===== src/rtl/cpg_pkg.sv =====
// ----------------------------------------------------------------------------
// cpg_pkg
// shared types and constants of the circle point generator
// ----------------------------------------------------------------------------
package cpg_pkg;

  localparam int RADIUS_BITS = 10;
  localparam int CENTER_W    = 12;
  localparam int COORD_W     = 13;
  localparam int OCT_X_W     = RADIUS_BITS + 1;
  localparam int OCT_Y_W     = RADIUS_BITS + 1;
  localparam int DEC_W       = RADIUS_BITS + 6;
  localparam int CFG_DATA_W  = (RADIUS_BITS > CENTER_W) ? RADIUS_BITS : CENTER_W;
  localparam int CFG_IDX_W   = 2;
  localparam int Q_DEPTH     = 2;
  localparam int Q_PTR_W     = $clog2(Q_DEPTH);
  localparam int Q_CNT_W     = $clog2(Q_DEPTH + 1);
  localparam int PT_IDX_W    = 3;

  localparam logic [CFG_IDX_W-1:0] CFG_CENTER_X = 2'd0;
  localparam logic [CFG_IDX_W-1:0] CFG_CENTER_Y = 2'd1;
  localparam logic [CFG_IDX_W-1:0] CFG_RADIUS   = 2'd2;

  localparam logic [PT_IDX_W-1:0] PT_FIRST = 3'd0;
  localparam logic [PT_IDX_W-1:0] PT_LAST  = 3'd7;

  localparam int DEC_INIT     = 3;
  localparam int DEC_STEP_IN  = 6;
  localparam int DEC_STEP_OUT = 10;

  typedef struct packed {
    logic [RADIUS_BITS-1:0] x;
    logic [RADIUS_BITS-1:0] y;
    logic                   done;
  } cmd_t;

  typedef struct packed {
    logic full;
    logic empty;
  } q_stat_t;

endpackage


===== src/rtl/cpg_in_if.sv =====
// ----------------------------------------------------------------------------
// cpg_in_if
// step tick channel: valid, ready and the restart flag
// ----------------------------------------------------------------------------
interface cpg_in_if;
  logic valid;
  logic ready;
  logic restart;

  modport source (output valid, output restart, input ready);
  modport sink (input valid, input restart, output ready);
endinterface


===== src/rtl/cpg_out_if.sv =====
// ----------------------------------------------------------------------------
// cpg_out_if
// result channel: one point or one done marker per item
// ----------------------------------------------------------------------------
interface cpg_out_if;
  logic                               valid;
  logic                               ready;
  logic signed [cpg_pkg::COORD_W-1:0] point_x;
  logic signed [cpg_pkg::COORD_W-1:0] point_y;
  logic                               last_point;
  logic                               done_res;

  modport source (output valid, output point_x, output point_y, output last_point,
                  output done_res, input ready);
  modport sink (input valid, input point_x, input point_y, input last_point,
                input done_res, output ready);
endinterface


===== src/rtl/cpg_walker.sv =====
// ----------------------------------------------------------------------------
// cpg_walker
// front end: takes step ticks, walks the octant and queues one command each
// ----------------------------------------------------------------------------
module cpg_walker (
  input  logic                            clk,
  input  logic                            rst_n,
  cpg_in_if.sink                          in_if,
  input  logic [cpg_pkg::RADIUS_BITS-1:0] radius,
  input  cpg_pkg::q_stat_t                q_stat,
  output logic                            push,
  output cpg_pkg::cmd_t                   push_cmd
);

  localparam int XW = cpg_pkg::OCT_X_W;
  localparam int YW = cpg_pkg::OCT_Y_W;
  localparam int DW = cpg_pkg::DEC_W;
  localparam int RB = cpg_pkg::RADIUS_BITS;

  logic        [XW-1:0] x_r, x_nxt;
  logic signed [YW-1:0] y_r, y_nxt;
  logic signed [DW-1:0] d_r, d_nxt;

  logic        [XW-1:0] xs, x_inc;
  logic signed [YW-1:0] ys;
  logic signed [DW-1:0] ds, r_d, x1_d, y_d;
  logic                 fin;

  assign in_if.ready = !q_stat.full;
  assign push        = in_if.valid && in_if.ready;

  always_comb begin
    r_d = signed'(DW'(radius));
    if (in_if.restart) begin
      xs = '0;
      ys = signed'(YW'(radius));
      ds = DW'(cpg_pkg::DEC_INIT) - (r_d <<< 1);
    end else begin
      xs = x_r;
      ys = y_r;
      ds = d_r;
    end
    fin   = signed'({1'b0, xs}) > (YW + 1)'(ys);
    x_inc = xs + XW'(1);
    x1_d  = signed'(DW'(x_inc));
    y_d   = DW'(ys);

    push_cmd.x    = xs[RB-1:0];
    push_cmd.y    = ys[RB-1:0];
    push_cmd.done = fin;

    x_nxt = xs;
    y_nxt = ys;
    d_nxt = ds;
    if (!fin) begin
      x_nxt = x_inc;
      if (ds < 0) begin
        d_nxt = ds + (x1_d <<< 2) + DW'(cpg_pkg::DEC_STEP_IN);
      end else begin
        d_nxt = ds + ((x1_d - y_d) <<< 2) + DW'(cpg_pkg::DEC_STEP_OUT);
        y_nxt = ys - YW'(1);
      end
    end
  end

  always_ff @(posedge clk) begin
    if (!rst_n) begin
      x_r <= '0;
      y_r <= '1;
      d_r <= '0;
    end else if (push) begin
      x_r <= x_nxt;
      y_r <= y_nxt;
      d_r <= d_nxt;
    end
  end

endmodule


===== src/rtl/cpg_queue.sv =====
// ----------------------------------------------------------------------------
// cpg_queue
// short command queue between the walker and the point emitter
// ----------------------------------------------------------------------------
module cpg_queue (
  input  logic              clk,
  input  logic              rst_n,
  input  logic              push,
  input  cpg_pkg::cmd_t     push_cmd,
  input  logic              pop,
  output cpg_pkg::cmd_t     head,
  output cpg_pkg::q_stat_t  q_stat
);

  localparam int PW = cpg_pkg::Q_PTR_W;
  localparam int CW = cpg_pkg::Q_CNT_W;

  cpg_pkg::cmd_t   mem_r [cpg_pkg::Q_DEPTH];
  logic [PW-1:0]   wr_r, wr_nxt, rd_r, rd_nxt;
  logic [CW-1:0]   cnt_r, cnt_nxt;

  assign head         = mem_r[rd_r];
  assign q_stat.full  = (cnt_r == CW'(cpg_pkg::Q_DEPTH));
  assign q_stat.empty = (cnt_r == '0);

  always_comb begin
    wr_nxt  = wr_r;
    rd_nxt  = rd_r;
    cnt_nxt = cnt_r;
    if (push) begin
      wr_nxt = (wr_r == PW'(cpg_pkg::Q_DEPTH - 1)) ? '0 : wr_r + PW'(1);
    end
    if (pop) begin
      rd_nxt = (rd_r == PW'(cpg_pkg::Q_DEPTH - 1)) ? '0 : rd_r + PW'(1);
    end
    if (push && !pop) begin
      cnt_nxt = cnt_r + CW'(1);
    end else if (pop && !push) begin
      cnt_nxt = cnt_r - CW'(1);
    end
  end

  always_ff @(posedge clk) begin
    if (!rst_n) begin
      wr_r  <= '0;
      rd_r  <= '0;
      cnt_r <= '0;
    end else begin
      wr_r  <= wr_nxt;
      rd_r  <= rd_nxt;
      cnt_r <= cnt_nxt;
    end
  end

  always_ff @(posedge clk) begin
    if (push) begin
      mem_r[wr_r] <= push_cmd;
    end
  end

endmodule


===== src/rtl/cpg_emitter.sv =====
// ----------------------------------------------------------------------------
// cpg_emitter
// back end: turns each command into eight symmetric points or a done marker
// ----------------------------------------------------------------------------
module cpg_emitter (
  input  logic                                clk,
  input  logic                                rst_n,
  input  cpg_pkg::cmd_t                       head,
  input  cpg_pkg::q_stat_t                    q_stat,
  input  logic signed [cpg_pkg::CENTER_W-1:0] center_x,
  input  logic signed [cpg_pkg::CENTER_W-1:0] center_y,
  output logic                                pop,
  cpg_out_if.source                           out_if
);

  localparam int CW = cpg_pkg::COORD_W;
  localparam int KW = cpg_pkg::PT_IDX_W;

  logic [KW-1:0]        k_r, k_nxt;
  logic                 vld_r, vld_nxt;
  logic signed [CW-1:0] px_r, py_r, px_nxt, py_nxt;
  logic                 last_r, done_r, last_nxt, done_nxt;

  logic                 load;
  logic signed [CW-1:0] cx, cy, a, b;

  assign load = !q_stat.empty && (!vld_r || out_if.ready);
  assign pop  = load && (head.done || (k_r == cpg_pkg::PT_LAST));

  always_comb begin
    cx = CW'(center_x);
    cy = CW'(center_y);
    // swap x and y for the second half of the octant set
    a  = k_r[2] ? signed'(CW'(head.y)) : signed'(CW'(head.x));
    b  = k_r[2] ? signed'(CW'(head.x)) : signed'(CW'(head.y));
    if (head.done) begin
      px_nxt   = '0;
      py_nxt   = '0;
      last_nxt = 1'b1;
      done_nxt = 1'b1;
    end else begin
      px_nxt   = k_r[0] ? cx - a : cx + a;
      py_nxt   = k_r[1] ? cy - b : cy + b;
      last_nxt = (k_r == cpg_pkg::PT_LAST);
      done_nxt = 1'b0;
    end
    k_nxt   = pop ? cpg_pkg::PT_FIRST : (load ? k_r + KW'(1) : k_r);
    vld_nxt = load ? 1'b1 : (out_if.ready ? 1'b0 : vld_r);
  end

  always_ff @(posedge clk) begin
    if (!rst_n) begin
      k_r   <= cpg_pkg::PT_FIRST;
      vld_r <= 1'b0;
    end else begin
      k_r   <= k_nxt;
      vld_r <= vld_nxt;
    end
  end

  always_ff @(posedge clk) begin
    if (load) begin
      px_r   <= px_nxt;
      py_r   <= py_nxt;
      last_r <= last_nxt;
      done_r <= done_nxt;
    end
  end

  assign out_if.valid      = vld_r;
  assign out_if.point_x    = px_r;
  assign out_if.point_y    = py_r;
  assign out_if.last_point = last_r;
  assign out_if.done_res   = done_r;

endmodule


===== src/rtl/circle_point_generator.sv =====
// ----------------------------------------------------------------------------
// circle_point_generator
// midpoint circle rasterizer with configurable center and radius
// ----------------------------------------------------------------------------
// Each step tick yields the eight symmetric points of the current octant
// position, one per cycle on the result channel while it is ready, or a
// single done marker once the octant is finished. The walker accepts ticks
// into a two-entry command queue whose head is the tick being emitted, so
// one tick is taken ahead of the emitter; an accepted tick is written into
// the queue first and then into the output register before its first item
// is valid. The radius is used at restart only; the center is applied as
// each point is emitted.
module circle_point_generator (
  input  logic                              clk,
  input  logic                              rst_n,
  cpg_in_if.sink                            in_if,
  cpg_out_if.source                         out_if,
  input  logic                              cfg_we,
  input  logic [cpg_pkg::CFG_IDX_W-1:0]     cfg_index,
  input  logic [cpg_pkg::CFG_DATA_W-1:0]    cfg_data
);

  logic signed [cpg_pkg::CENTER_W-1:0] center_x_r, center_y_r;
  logic [cpg_pkg::RADIUS_BITS-1:0]     radius_r;

  logic             push, pop;
  cpg_pkg::cmd_t    push_cmd, head;
  cpg_pkg::q_stat_t q_stat;

  always_ff @(posedge clk) begin
    if (!rst_n) begin
      center_x_r <= '0;
      center_y_r <= '0;
      radius_r   <= '0;
    end else if (cfg_we) begin
      unique case (cfg_index)
        cpg_pkg::CFG_CENTER_X: center_x_r <= signed'(cfg_data[cpg_pkg::CENTER_W-1:0]);
        cpg_pkg::CFG_CENTER_Y: center_y_r <= signed'(cfg_data[cpg_pkg::CENTER_W-1:0]);
        cpg_pkg::CFG_RADIUS:   radius_r   <= cfg_data[cpg_pkg::RADIUS_BITS-1:0];
        default: ;
      endcase
    end
  end

  cpg_walker u_walker (
    .clk      (clk),
    .rst_n    (rst_n),
    .in_if    (in_if),
    .radius   (radius_r),
    .q_stat   (q_stat),
    .push     (push),
    .push_cmd (push_cmd)
  );

  cpg_queue u_queue (
    .clk      (clk),
    .rst_n    (rst_n),
    .push     (push),
    .push_cmd (push_cmd),
    .pop      (pop),
    .head     (head),
    .q_stat   (q_stat)
  );

  cpg_emitter u_emitter (
    .clk      (clk),
    .rst_n    (rst_n),
    .head     (head),
    .q_stat   (q_stat),
    .center_x (center_x_r),
    .center_y (center_y_r),
    .pop      (pop),
    .out_if   (out_if)
  );

endmodule

===== src/flat_wrapper.sv =====
// flat-port wrapper written by rule: the top's interface ports become plain ports
module circle_point_generator_flat 
  (clk, rst_n, cfg_we, cfg_index, cfg_data, in_if_valid, in_if_restart, in_if_ready, out_if_valid, out_if_point_x, out_if_point_y, out_if_last_point, out_if_done_res, out_if_ready);
  cpg_in_if in_if_i ();
  cpg_out_if out_if_i ();
  input  logic clk;
  input  logic rst_n;
  input  logic cfg_we;
  input  logic [cpg_pkg::CFG_IDX_W-1:0] cfg_index;
  input  logic [cpg_pkg::CFG_DATA_W-1:0] cfg_data;
  input wire logic [$bits(in_if_i.valid)-1:0] in_if_valid;
  input wire logic [$bits(in_if_i.restart)-1:0] in_if_restart;
  output wire logic [$bits(in_if_i.ready)-1:0] in_if_ready;
  output wire logic [$bits(out_if_i.valid)-1:0] out_if_valid;
  output wire logic [$bits(out_if_i.point_x)-1:0] out_if_point_x;
  output wire logic [$bits(out_if_i.point_y)-1:0] out_if_point_y;
  output wire logic [$bits(out_if_i.last_point)-1:0] out_if_last_point;
  output wire logic [$bits(out_if_i.done_res)-1:0] out_if_done_res;
  input wire logic [$bits(out_if_i.ready)-1:0] out_if_ready;
  assign in_if_i.valid = in_if_valid;
  assign in_if_i.restart = in_if_restart;
  assign in_if_ready = in_if_i.ready;
  assign out_if_valid = out_if_i.valid;
  assign out_if_point_x = out_if_i.point_x;
  assign out_if_point_y = out_if_i.point_y;
  assign out_if_last_point = out_if_i.last_point;
  assign out_if_done_res = out_if_i.done_res;
  assign out_if_i.ready = out_if_ready;
  circle_point_generator u_core (.clk(clk), .rst_n(rst_n), .in_if(in_if_i), .out_if(out_if_i), .cfg_we(cfg_we), .cfg_index(cfg_index), .cfg_data(cfg_data));
endmodule

===== config.mk =====
export PLATFORM = sky130hd
export DESIGN_NAME = circle_point_generator_flat
export DESIGN_NICKNAME = d
export VERILOG_FILES = /design/src/rtl/cpg_pkg.sv /design/src/rtl/cpg_in_if.sv /design/src/rtl/cpg_out_if.sv /design/src/rtl/cpg_walker.sv /design/src/rtl/cpg_queue.sv /design/src/rtl/cpg_emitter.sv /design/src/rtl/circle_point_generator.sv /design/src/flat_wrapper.sv
export SDC_FILE = /design/constraint.sdc
export NUM_CORES = 1
export LEC_CHECK = 0
export BUFFER_PORTS_ARGS = -buffer_cell sky130_fd_sc_hd__buf_4
export CAP_MARGIN = 5
export CORE_MARGIN = 2
export CORE_UTILIZATION = 55
export DETAILED_ROUTE_END_ITERATION = 6
export GPL_ROUTABILITY_DRIVEN = 0
export PLACE_DENSITY = 0.77
export SYNTH_ARGS = -nofsm -noshare
export SYNTH_HDL_FRONTEND = slang
export SYNTH_SLANG_ARGS = --single-unit

===== constraint.sdc =====
create_clock -name clk -period 10 [get_ports clk]
set_clock_uncertainty 0.15 [all_clocks]
set_input_delay 1.5 -clock clk [delete_from_list [all_inputs] [get_ports clk]]
set_output_delay 1.5 -clock clk [all_outputs]
set_load 0.05 [all_outputs]

After elaboration in Yosys (flattened, before gate mapping) --
Memories as Yosys holds them, arrays and structs flattened. A register that Yosys moved wholly into a read port is not among the register bits. Cells that the tools add are included.
Word-level totals: bits in registers 108, bits in latches 0, bits in writable memories 42, ROM bits 0, input port bits 20, memories 1
Memory list:
- u_core.u_queue.mem_r | words 2, width 21, read ports 1, clocked after Yosys merged registers in 1, wr ports 1, RTL line cpg_queue.sv:18 | cpg_pkg::cmd_t mem_r [cpg_pkg::Q_DEPTH];
Operators by class: $add $sub $neg 17, multipliers 0, divide/modulo/power cells 0, magnitude comparators 2, equal/unequal tests 4, shift-type cells 0, multiplexer cells 23, bitwise gates (word level) 1, reductions and logical operators 20
Operators with widths (number):
- two-way mux 11 bit | 5
- two-way mux 16 bit | 3
- subtractor 12 x 11 -> 13 bit | 3
- adder 12 x 11 -> 13 bit | 2
- two-way mux 13 bit | 2
- two-way mux 10 bit | 2
- adder 16 x 14 -> 16 bit | 1
- adder 16 x 15 -> 16 bit | 1
- adder 16 x 4 -> 16 bit, second input constant | 1
- adder 16 x 5 -> 16 bit, second input constant | 1
- < comparator 16 x 1 -> 1 bit, second input constant | 1
- > comparator 12 x 11 -> 1 bit | 1
- subtractor 2 x 11 -> 12 bit, first input constant | 1
- adder 11 x 1 -> 11 bit, second input constant | 1
- subtractor 11 x 2 -> 11 bit, second input constant | 1
- two-way mux 1 bit | 9
- AND reduction 2 bit | 3
- logical AND 1 bit | 5
- logical NOT 1 bit | 5
- == test 2 bit, second input constant | 2
- logical NOT 2 bit | 2
- two-way mux 2 bit | 2
- nonzero test 2 bit | 2
- adder 3 x 1 -> 3 bit, second input constant | 1
- other kinds (8) | 10

Longest topological paths before layout --
Gate-level depths: netlist (run 1).
depth in word-level cells 7, gate-level depth with buffers 23

Hierarchy --
From an unflattened synthesis (run 1), not the netlist that was laid out.
Unflattened totals: cell total of the unflattened synthesis 1180, area, all modules 10965.5 sq um
Modules (own cells, without submodules):
- cpg_walker | times used 1, cells an instance 626, area each 4847.1 sq um, seq. area each 740.7 sq um
- cpg_emitter | times used 1, cells an instance 342, area each 3109.2 sq um, seq. area each 920.9 sq um
- cpg_queue | times used 1, cells an instance 87, area each 1726.7 sq um, seq. area each 1361.3 sq um
- circle_point_generator | times used 1, cells an instance 125, area each 1282.5 sq um, seq. area each 680.7 sq um

Worst setup path before layout (run 1) --
Ideal clock, no wire load.
kind in2reg, from input in_if_restart, to register u_core.u_walker.d_r[15], setup time 101 ps, arrival time 6276 ps, required time 9749 ps, path slack 3473 ps, stages on the path 22, buffers on the path 4, cell sequence buf_2 clkbuf_1 clkbuf_1 clkbuf_1 nor2_1 mux2_2 ha_1 o21a_1 o31a_1 o41a_1 a21oi_1 xnor2_1 ha_1 ha_1 and2_1 a311o_1 a31oi_1 a21oi_1 a31oi_1 xnor2_1 xnor2_1 o41ai_1
RTL lines:
- from (decl) | RTL line flat_wrapper.sv:12 | input wire logic [$bits(in_if_i.restart)-1:0] in_if_restart;
- to (signal assigned) | RTL line cpg_walker.sv:74 | d_r <= d_nxt;
- to (decl) | RTL line cpg_walker.sv:22 | logic signed [DW-1:0] d_r, d_nxt;

Final worst setup path (run 1) --
from input in_if_restart, to register u_core.u_walker.d_r[15]
Between the ends: cells in the longest elaborated chain, start to end 7
RTL lines:
- two-way mux 11 bit | RTL line cpg_walker.sv:34 | if (in_if.restart) begin
- adder 11 x 1 -> 11 bit | RTL line cpg_walker.sv:44 | x_inc = xs + XW'(1);
- subtractor 12 x 11 -> 13 bit | RTL line cpg_walker.sv:60 | d_nxt = ds + ((x1_d - y_d) <<< 2) + DW'(cpg_pkg::DEC_STEP_OUT);
- adder 16 x 15 -> 16 bit | RTL line cpg_walker.sv:60
- adder 16 x 5 -> 16 bit | RTL line cpg_walker.sv:60
- two-way mux 16 bit | RTL line cpg_walker.sv:57 | if (ds < 0) begin
- two-way mux 16 bit (*) | RTL line cpg_walker.sv:55 | if (!fin) begin
Every way passes the cells marked *; elsewhere a longest branch is shown, timed or not. A chain may end at the register's enable or synchronous reset.

==> results of run 1 <==
[worst max-delay path, delay by kind of cell]
family	cells	cell delay, ps
xor gates and xnor gates	3	380
and+or+nand+nor	4	800
AOI/OAI and AO/OA	9	1980
adders and majority gates	3	910
muxes	1	260
buffers and inverters	2	650
[how the worst min path moves through the flow]
stage / startpoint / to / slack [ps] / depth (start not counted)
floorplan: u_core.u_walker.d_r[10] / u_core.u_walker.d_r[10] / 280 / 1
global placement: u_core.u_walker.d_r[8] / u_core.u_walker.d_r[8] / 290 / 2
detailed placement: u_core.u_walker.d_r[14] / u_core.u_walker.d_r[14] / 300 / 1
CTS: u_core.u_walker.d_r[9] / u_core.u_walker.d_r[9] / 310 / 2
global route: u_core.u_walker.d_r[14] / u_core.u_walker.d_r[14] / 320 / 1
finish: u_core.u_walker.d_r[9] / u_core.u_walker.d_r[9] / 310 / 2
[stage by stage]
step           setup WS (ps)  hold WS (ps)  utilization  total power, mW
2_1_floorplan           3473         278.5            -            1.954
3_3_place_gp            3441         290.7       0.5859            2.246
3_5_place_dp            3307         302.3       0.5859            2.276
4_1_cts                 3748         311.9       0.6162            2.903
5_1_grt                 3321         323.7       0.6162            3.085
6_report                3664         313.3       0.6162            2.897
[sequential cells by signal, indices dropped and copies added, names as in the netlist, 10 cells and up, named ones only]
name,count
u_core.center_y_r,12
u_core.u_walker.d_r,15
u_core.u_emitter.out_if.point_x,13
u_core.u_queue.mem_r,42
u_core.u_walker.y_r,11
u_core.center_x_r,12
u_core.u_emitter.out_if.point_y,13
u_core.u_walker.x_r,11
u_core.radius_r,10
[synth_stat cells, types with 27 or more instances]
| library cell | count |
|---|---|
| xnor2_1 | 50 |
| a21oi_1 | 63 |
| ha_1 | 100 |
| dfxtp_1 | 80 |
| inv_1 | 50 |
| xor2_1 | 38 |
| o21ai_0 | 60 |
| nor2_1 | 140 |
| nor3_1 | 38 |
| mux2i_1 | 69 |
| edfxtp_1 | 70 |
| clkbuf_1 | 27 |
| nand2_1 | 68 |
[cells in the final DEF, fill, tap and decap left out, types with 6 or more instances in the layout]
master     netlist  final
nor3_1          38     38
nand2b_1        10     10
nor2_1         140    140
or2_2            7      7
xnor2_1         50     50
buf_4            2     58
nor2b_1         19     19
mux2i_1         69     69
nand2_1         68     68
xor2_1          38     38
a21boi_0         6      6
mux2_2          16     16
inv_1           50     49
nand3_1         20     20
a21o_1          11     11
o211ai_1         9      9
o21a_1          13     13
a21oi_1         63     63
edfxtp_1        70     70
or3_1           10     10
and3_1           6      6
clkbuf_16        0     18
a211oi_1        15     15
nand4_1          8      8
dfxtp_1         80     80
o21ai_0         60     59
ha_1           100    100
and2_1           7      7
[cell families after synthesis]
family                   Yosys count  synth area share
multiplexers                      89           0.09343
adder cells (fa/ha/maj)          105            0.1314
buffers and inverters             92           0.03637
XOR/XNOR                          89           0.07725
AND/OR/NAND/NOR                  352            0.1600
AO/OA/AOI/OAI                    229            0.1415
flip-flops                       150            0.3601
[metal layers]
metal,vias to the layer above,track usage,wire length [um]
met1,3855,0.3231,10710
li1,4064,-,-
met5,-,0,0
met3,45,0.03804,1102
met2,198,0.4429,12260
met4,0,0.1021,711
[final cells by class]
cell class | instances | area share
flip-flops and latches | 150 | 0.3246
well taps | 234 | 0.02566
inverters | 54 | 0.01798
clock inverters | 13 | 0.009430
repair buffers | 58 | 0.03816
clock buffers | 19 | 0.03980
multi-input cells | 864 | 0.5444
[power groups by stage]
| stage | clock network, mW | logic, mW | registers, mW |
|---|---|---|---|
| after detailed placement | 0 | 1.39 | 0.884 |
| after CTS | 0.630 | 1.40 | 0.872 |
| after global routing | 0.652 | 1.55 | 0.886 |
| final | 0.626 | 1.40 | 0.872 |
| after floorplan | 0 | 0.890 | 1.06 |
| after global placement | 0 | 1.37 | 0.878 |
==> metrics.txt, run 1 <==
outcome finished, final reports clean; Num CTS Buffers 17; Vias 8162; reported max-cap violation count 0; Psw 1.215 mW; Post-Syn Instances 1106; Pins Over Slew Limit 0; syn_area_per_cell 9.299 sq um; Final setup viols 0; die span in y 140.7 um; #FFs+latches synth 150; WL/cell 17.80 um; global route overflow 0; multi-input combinational cell area 6212 sq um; final-report hold violation count 0; Clk pwr share 0.216; dpl hpwl 18.34 mm; reg-to-reg endpoint u_core.u_walker.d_r[15]; Final Non-Filler Cells 1392; Reg2Reg Depth 19; Final min period 6337 ps; root buf cell clkbuf_16; clock latency at the later pin of the worst-skew pair 430 ps; largest net degree at the start of global routing 67; DRT iter0 DRCs 681; # fillers 1534; FF+latch area 3704 sq um; R2R Setup Slk 4680 ps; setup tns final 0 ps; Rows 50; I/O pins 50; antenna cells 0; first-pass GRT wire length 40.14 mm; Post-synth EDFFs 70; H-tree Lvls 4; Worst Path Arrival 6520 ps; post-CTS setup buffers 0; Crit. Startpoint in_if_restart; syn_nets 1231; aggregate routed wire length 24.78 mm; crit-path cells buf_4, nand2b_1, inv_1, and3_1, nand2_1, mux2i_1, ha_1, o21a_1, o31a_1, o41a_1, a21oi_1, xnor2_1, ha_1, ha_1, and2_1, a311o_1, a31oi_1, a21oi_1, a31oi_1, xnor2_1, xnor2_1, o41ai_1; power share of the combinational group 0.483; Worst-Margin Slew 1164 ps; CP max stage delay 540 ps; cell area after synthesis 10280 sq um; CP Class input pin to register; initial antenna violation count 0; leakage 4.963 nW; Area Overhead vs Synth 10.95%; Total GRT Usage 0.2561; Yosys top cell area share 0.2044; RSZ-0062 raised after global routing no; clk buf depth 2; die width 140.7 um; count of cell types in the netlist 72; Port Buffers 49; cell area after layout 11410 sq um; Via density 5.864; CTS tree yes; Routed Antenna Nets 0; number of remaining DRC errors 0; critical path endpoint u_core.u_walker.d_r[15]; Slew HR 0.2234; ys flop type dfxtp_1; CP Max Fanout 60; post_cts resized 0; Internal Power 1.681 mW; Clock Sinks 150; Cell Count Post-Placement 1360; clk slew on worst S/H paths 70 ps; Initial Util 0.5554; crit end category register; largest cells by area after synthesis edfxtp_1, dfxtp_1, ha_1; iteration count of the initial detailed-routing pass 5; Worst IR Drop VDD 0.1369 mV; Yosys top cell by area edfxtp_1; Fmax 157.8 MHz; vias in the first global route 7898; Crit-path slowest cell buf_4; FFs w/ async S/R, synth 0; Critical R2R Launch u_core.u_walker.x_r[0]; sequential element share of the synthesized area 0.3601; area of the core 18520 sq um; hold_buf cts 0; Hold Path Class register to register; Reg power frac 0.301; startpoint types input pin; switching share of total power 0.4196; share of cells above drive strength 1 0.1097; die area 19810 sq um; yosys warns 0; CP required 10180 ps; Power Dens Cells 253.8 nW/um^2; number of nets in the finished design 1270; fin crit share 0.6337; Placed Instance Area 10850 sq um
Note: power is estimated with default switching activity, not from simulation.
==> run 2, diff against run 1 <==
==> constraint.sdc (replaced) <==
create_clock -name clk -period 6.45 [get_ports clk]
set_clock_uncertainty 0.15 [all_clocks]
set_input_delay 0.9675 -clock clk [delete_from_list [all_inputs] [get_ports clk]]
set_output_delay 0.9675 -clock clk [all_outputs]
set_load 0.05 [all_outputs]
==> metrics.txt, run 2 (synthesis gave the netlist of run 1 again) <==
met3 Usage GRT 0.04416; RSZ-0062 raised after global routing no; CTS tree yes; I/O pins 50; cell area after layout 11500 sq um; Pins Over Slew Limit 0; Final setup viols 0; Placed Instance Area 10920 sq um; GR Layer Usage met2 0.4496; crit-path cells buf_4, buf_4, mux2i_1, inv_1, ha_1, fa_1, nor2b_1, o31a_1, o41a_1, a21oi_1, xnor2_1, ha_1, ha_1, and2_1, a311o_1, a31oi_1, a21oi_1, a31oi_1, xnor2_1, xnor2_1, o41ai_1; Num CTS Buffers 17; CP max stage delay 410 ps; Worst Path Arrival 5730 ps; die width 140.7 um; Power Dens Cells 393.8 nW/um^2; CP delay by family, top compound AO/OA/AOI/OAI gates; Rows 50; Port Buffers 49; CP Class input pin to register; clock latency at the later pin of the worst-skew pair 440 ps; DRT iter0 DRCs 558; number of remaining DRC errors 0; leakage 5.009 nW; dpl hpwl 18.83 mm; Total GRT Usage 0.2617; Crit-path slowest cell fa_1; startpoint types input pin; commonest non-fill, non-tap cell in the layout nor2_1; Vias 8343; fin crit share 0.8598; # fillers 1542; share of cells above drive strength 1 0.1165; post_cts resized 0; final-report hold violation count 0; iteration count of the initial detailed-routing pass 5; clk buf depth 2; gr busiest metal met2; setup tns final 0 ps; aggregate routed wire length 25.12 mm; H-tree Lvls 4; outcome finished, final reports clean; Area Overhead vs Synth 11.81%; global route overflow 0; Psw 1.907 mW; largest net degree at the start of global routing 66; hold_buf cts 0; die span in y 140.7 um; Final min period 5545 ps; reported max-cap violation count 0; most frequent cells in the layout nor2_1, ha_1, dfxtp_1; root buf cell clkbuf_16; Top reg by flops u_core.u_queue.mem_r; Fmax 180.3 MHz; Largest regs u_core.u_queue.mem_r (42), u_core.u_walker.d_r (15); die area 19810 sq um; Reg power frac 0.298; vias in the first global route 8237; max reg flops 42; post-CTS setup buffers 0; Internal Power 2.622 mW; multi-input combinational cell area 6212 sq um; first-pass GRT wire length 41.10 mm; CP Max Fanout 20; Routed Antenna Nets 0; Worst-Margin Slew 1128 ps; Via density 5.955; Clk pwr share 0.216; Initial Util 0.5554; crit end category register; area of the core 18520 sq um; Slew HR 0.2431; CP required 6630 ps; final hold slack 305.8 ps; grt met1 use 0.3175; Worst IR Drop VDD 0.2429 mV; number of nets in the finished design 1279; Clock Sinks 150; clk slew on worst S/H paths 70 ps; antenna cells 0; total power 4.529 mW; FF+latch area 3704 sq um; power share of the combinational group 0.486; switching share of total power 0.4211; worst path bufs/invs 3; WL/cell 17.93 um; Hold Path Class register to register; initial antenna violation count 0
## run 2: area by class of cell
class	instances	share of cell area
multi-input cells	864	0.5402
repair buffers	67	0.04374
clock buffers	19	0.03950
inverters	54	0.01784
well taps	234	0.02546
clock inverters	13	0.01121
flip-flops and latches	150	0.3221
## run 2: final timing paths
kind                                        startpoint                      end  slack [ps]  cells after the start
worst max-delay path                     in_if_restart  u_core.u_walker.d_r[15]         900                     21
worst min-delay path            u_core.u_walker.d_r[8]   u_core.u_walker.d_r[8]         310                      2
worst max register to register  u_core.u_walker.x_r[0]  u_core.u_walker.d_r[15]        1140                     20
worst min register to register  u_core.u_walker.d_r[8]   u_core.u_walker.d_r[8]         310                      2
## run 2: routing by layer
layer | wire (um) | part of all wire | vias to the layer above
met5 | 0 | 0 | -
met4 | 1151 | 0.046 | 0
met3 | 1115 | 0.044 | 71
met2 | 12120 | 0.48 | 232
met1 | 10730 | 0.43 | 3953
li1 | - | - | 4087
## run 2: power groups by stage
stage | Combinational, mW | Sequential (mW) | Clock (mW)
after CTS | 2.20 | 1.35 | 0.989
after detailed placement | 2.18 | 1.37 | 0
after global placement | 2.13 | 1.36 | 0
after global routing | 2.42 | 1.37 | 1.03
after floorplan | 1.38 | 1.65 | 0
final | 2.20 | 1.35 | 0.979
## run 2: stage by stage
stage | util | setup WS (ps) | instances
after floorplan | - | 455.1 | 1106
after global placement | 0.5895 | 726.8 | 1369
after detailed placement | 0.5895 | 546.5 | 1369
after CTS | 0.6210 | 992.8 | 1401
after global routing | 0.6210 | 472.0 | 1401
final | 0.6210 | 904.6 | 1401
## run 2: worst reg2reg max path, delay by kind of cell (launching register included)
family / cells / cell delay (ps)
buffers and inverters: 1 / 160
muxes: 1 / 370
AOI/OAI and AO/OA: 9 / 2050
xor gates and xnor gates: 3 / 390
DFF: 1 / 530
adders and majority gates: 3 / 930
and+or+nand+nor: 3 / 610
==> run 3, diff against run 2 <==
--- a/config.mk
+++ b/config.mk
@@ -5,13 +5,15 @@
 export SDC_FILE = /design/constraint.sdc
 export NUM_CORES = 1
 export LEC_CHECK = 0
+export ABC_AREA = 1
 export BUFFER_PORTS_ARGS = -buffer_cell sky130_fd_sc_hd__buf_4
 export CAP_MARGIN = 5
+export CORE_ASPECT_RATIO = 1.1
 export CORE_MARGIN = 2
 export CORE_UTILIZATION = 55
 export DETAILED_ROUTE_END_ITERATION = 6
 export GPL_ROUTABILITY_DRIVEN = 0
-export PLACE_DENSITY = 0.77
+export PLACE_DENSITY = 0.76
 export SYNTH_ARGS = -nofsm -noshare
 export SYNTH_HDL_FRONTEND = slang
 export SYNTH_SLANG_ARGS = --single-unit
==> constraint.sdc (replaced) <==
create_clock -name clk -period 6.6 [get_ports clk]
set_clock_uncertainty 0.15 [all_clocks]
set_input_delay 0.99 -clock clk [delete_from_list [all_inputs] [get_ports clk]]
set_output_delay 0.99 -clock clk [all_outputs]
set_load 0.05 [all_outputs]
==> metrics.txt, run 3 <==
share of cells above drive strength 1 0.09729; most common cell in the netlist nand2_1; CP Class input pin to register; syn_nets 1633; yosys warns 0; clock latency at the later pin of the worst-skew pair 440 ps; clk buf depth 2; Clock Sinks 150; cell area after synthesis 11000 sq um; Worst-Margin Slew 1023 ps; most frequent cells in the layout nand2_1, inv_1, nor2_1; Area Overhead vs Synth 9.895%; area of the core 19730 sq um; global route overflow 0; Final min period 5121 ps; CP required 6820 ps; #FFs+latches synth 150; commonest non-fill, non-tap cell in the layout nand2_1; R2R Setup Slk 2160 ps; Port Buffers 49; final-report hold violation count 0; root buf cell clkbuf_16; CP Max Fanout 44; post_cts resized 0; Slew HR 0.3162; Yosys top cell by area edfxtp_1; Vias 10090; antenna cells 0; Power Dens Cells 433.7 nW/um^2; Num CTS Buffers 17; RSZ-0062 raised after global routing no; largest cells by area after synthesis edfxtp_1, dfxtp_1, nand2_1; post-CTS setup buffers 0; number of remaining DRC errors 0; first-pass GRT wire length 46.37 mm; dpl hpwl 21.68 mm; CTS tree yes; vias in the first global route 9508; iteration count of the initial detailed-routing pass 7; setup tns final 0 ps; Initial Util 0.5576; Total GRT Usage 0.2714; sequential element share of the synthesized area 0.3367; Pins Over Slew Limit 0; Placed Instance Area 11490 sq um; Fmax 195.3 MHz; count of cell types in the netlist 51; hold_buf cts 0; Rows 54; startpoint types input pin; Hold Path Class register to register; largest net degree at the start of global routing 46; Crit-path slowest cell ha_1; Top reg by flops u_core.u_queue.mem_r; Cell Count Post-Placement 1772; cell area after layout 12090 sq um; H-tree Lvls 4; ys flop type dfxtp_1; die width 138.8 um; fin crit share 0.7759; CP max stage delay 380 ps; clk slew on worst S/H paths 80 ps; Post-Syn Instances 1508; reported max-cap violation count 0; die area 21150 sq um; aggregate routed wire length 29.07 mm; syn_area_per_cell 7.295 sq um; FFs w/ async S/R, synth 0; crit end category register; Final Non-Filler Cells 1804; Routed Antenna Nets 0; Worst IR Drop VDD 0.3725 mV; Yosys top cell area share 0.1911; number of nets in the finished design 1664; WL/cell 16.11 um; # fillers 1752; I/O pins 50; most used cell, CP nand2_1; max reg flops 42; Hold Crit Depth 2; die span in y 152.3 um; Reg2Reg Depth 29; DRT iter0 DRCs 703; Post-synth EDFFs 70; Largest regs u_core.u_queue.mem_r (42), u_core.u_walker.d_r (15); Final setup viols 0; outcome finished, final reports clean; Worst Path Arrival 5340 ps; leakage 5.811 nW; Via density 5.594; synth cell count leaders nand2_1, inv_1, nor2_1; initial antenna violation count 0
[run 3: cell types whose count changed in the layout (fill, tap and decap cells not counted), sizes merged, moves of 33 or more]
| cell | change |
|---|---|
| a21oi | +63 |
| inv | +117 |
| mux2i | -68 |
| nand2 | +340 |
| nand3 | +57 |
| o21ai | +84 |
| xnor2 | -33 |
[run 3: area by class of cell]
class	count	area, sq um	share of cell area
Clock buffer	17	425.4	0.03519
Tap cell	252	315.3	0.02608
Sequential cell	150	3704	0.3064
Multi-Input combinational cell	1144	6402	0.5296
Timing Repair Buffer	56	420.4	0.03478
Clock inverter	15	176.4	0.01459
Inverter	170	645.6	0.05341
[run 3: worst max-delay path, delay by kind of cell]
family | cells | cell delay, ps
compound gates | 4 | 670
simple gates | 20 | 1880
fa+ha+maj | 3 | 990
xor+xnor | 1 | 220
buf+inv | 3 | 550
[run 3: routing by layer]
layer / global-route usage / up-vias / share of wire
met5: 0 / - / 0
met4: 0.1371 / 0 / 0.050
met3: 0.03048 / 90 / 0.045
met2: 0.4837 / 333 / 0.49
met1: 0.3236 / 4615 / 0.41
li1: - / 5053 / -
[run 3: kinds of logic (layout without fill, tap and decap cells)]
group,Yosys count,in the layout,share of synthesized area
muxes,1,1,0.0009100
AOI/OAI and AO/OA,312,312,0.1595
xor gates and xnor gates,52,52,0.04140
and+or+nand+nor,674,674,0.2564
DFF,150,150,0.3367
adders and majority gates,105,105,0.1228
buffers and inverters,214,258,0.08235
[run 3: worst paths after layout]
| check | from | endpoint |
|---|---|---|
| setup / recovery | in_if_restart | u_core.u_walker.d_r[15] |
| hold / removal | u_core.u_walker.d_r[7] | u_core.u_walker.d_r[7] |
| setup reg to reg | u_core.u_walker.x_r[2] | u_core.u_walker.d_r[15] |
| hold reg to reg | u_core.u_walker.d_r[7] | u_core.u_walker.d_r[7] |
[run 3: metrics by stage]
stage	hold slack, ps	total power, mW	utilization	worst slack [ps]
detailed placement	303.9	4.228	0.5823	1103
finish	313.6	5.243	0.6128	1479
floorplan	285.3	3.569	-	1734
global placement	296.9	4.165	0.5823	1186
CTS	316.7	5.231	0.6128	1543
global route	332.5	5.620	0.6128	949.3
[run 3: power by group]
part           switching [mW]  internal [mW]
Sequential             0.0872           1.26
Combinational            1.96          0.935
Clock                   0.479          0.517
Total                    2.53           2.72
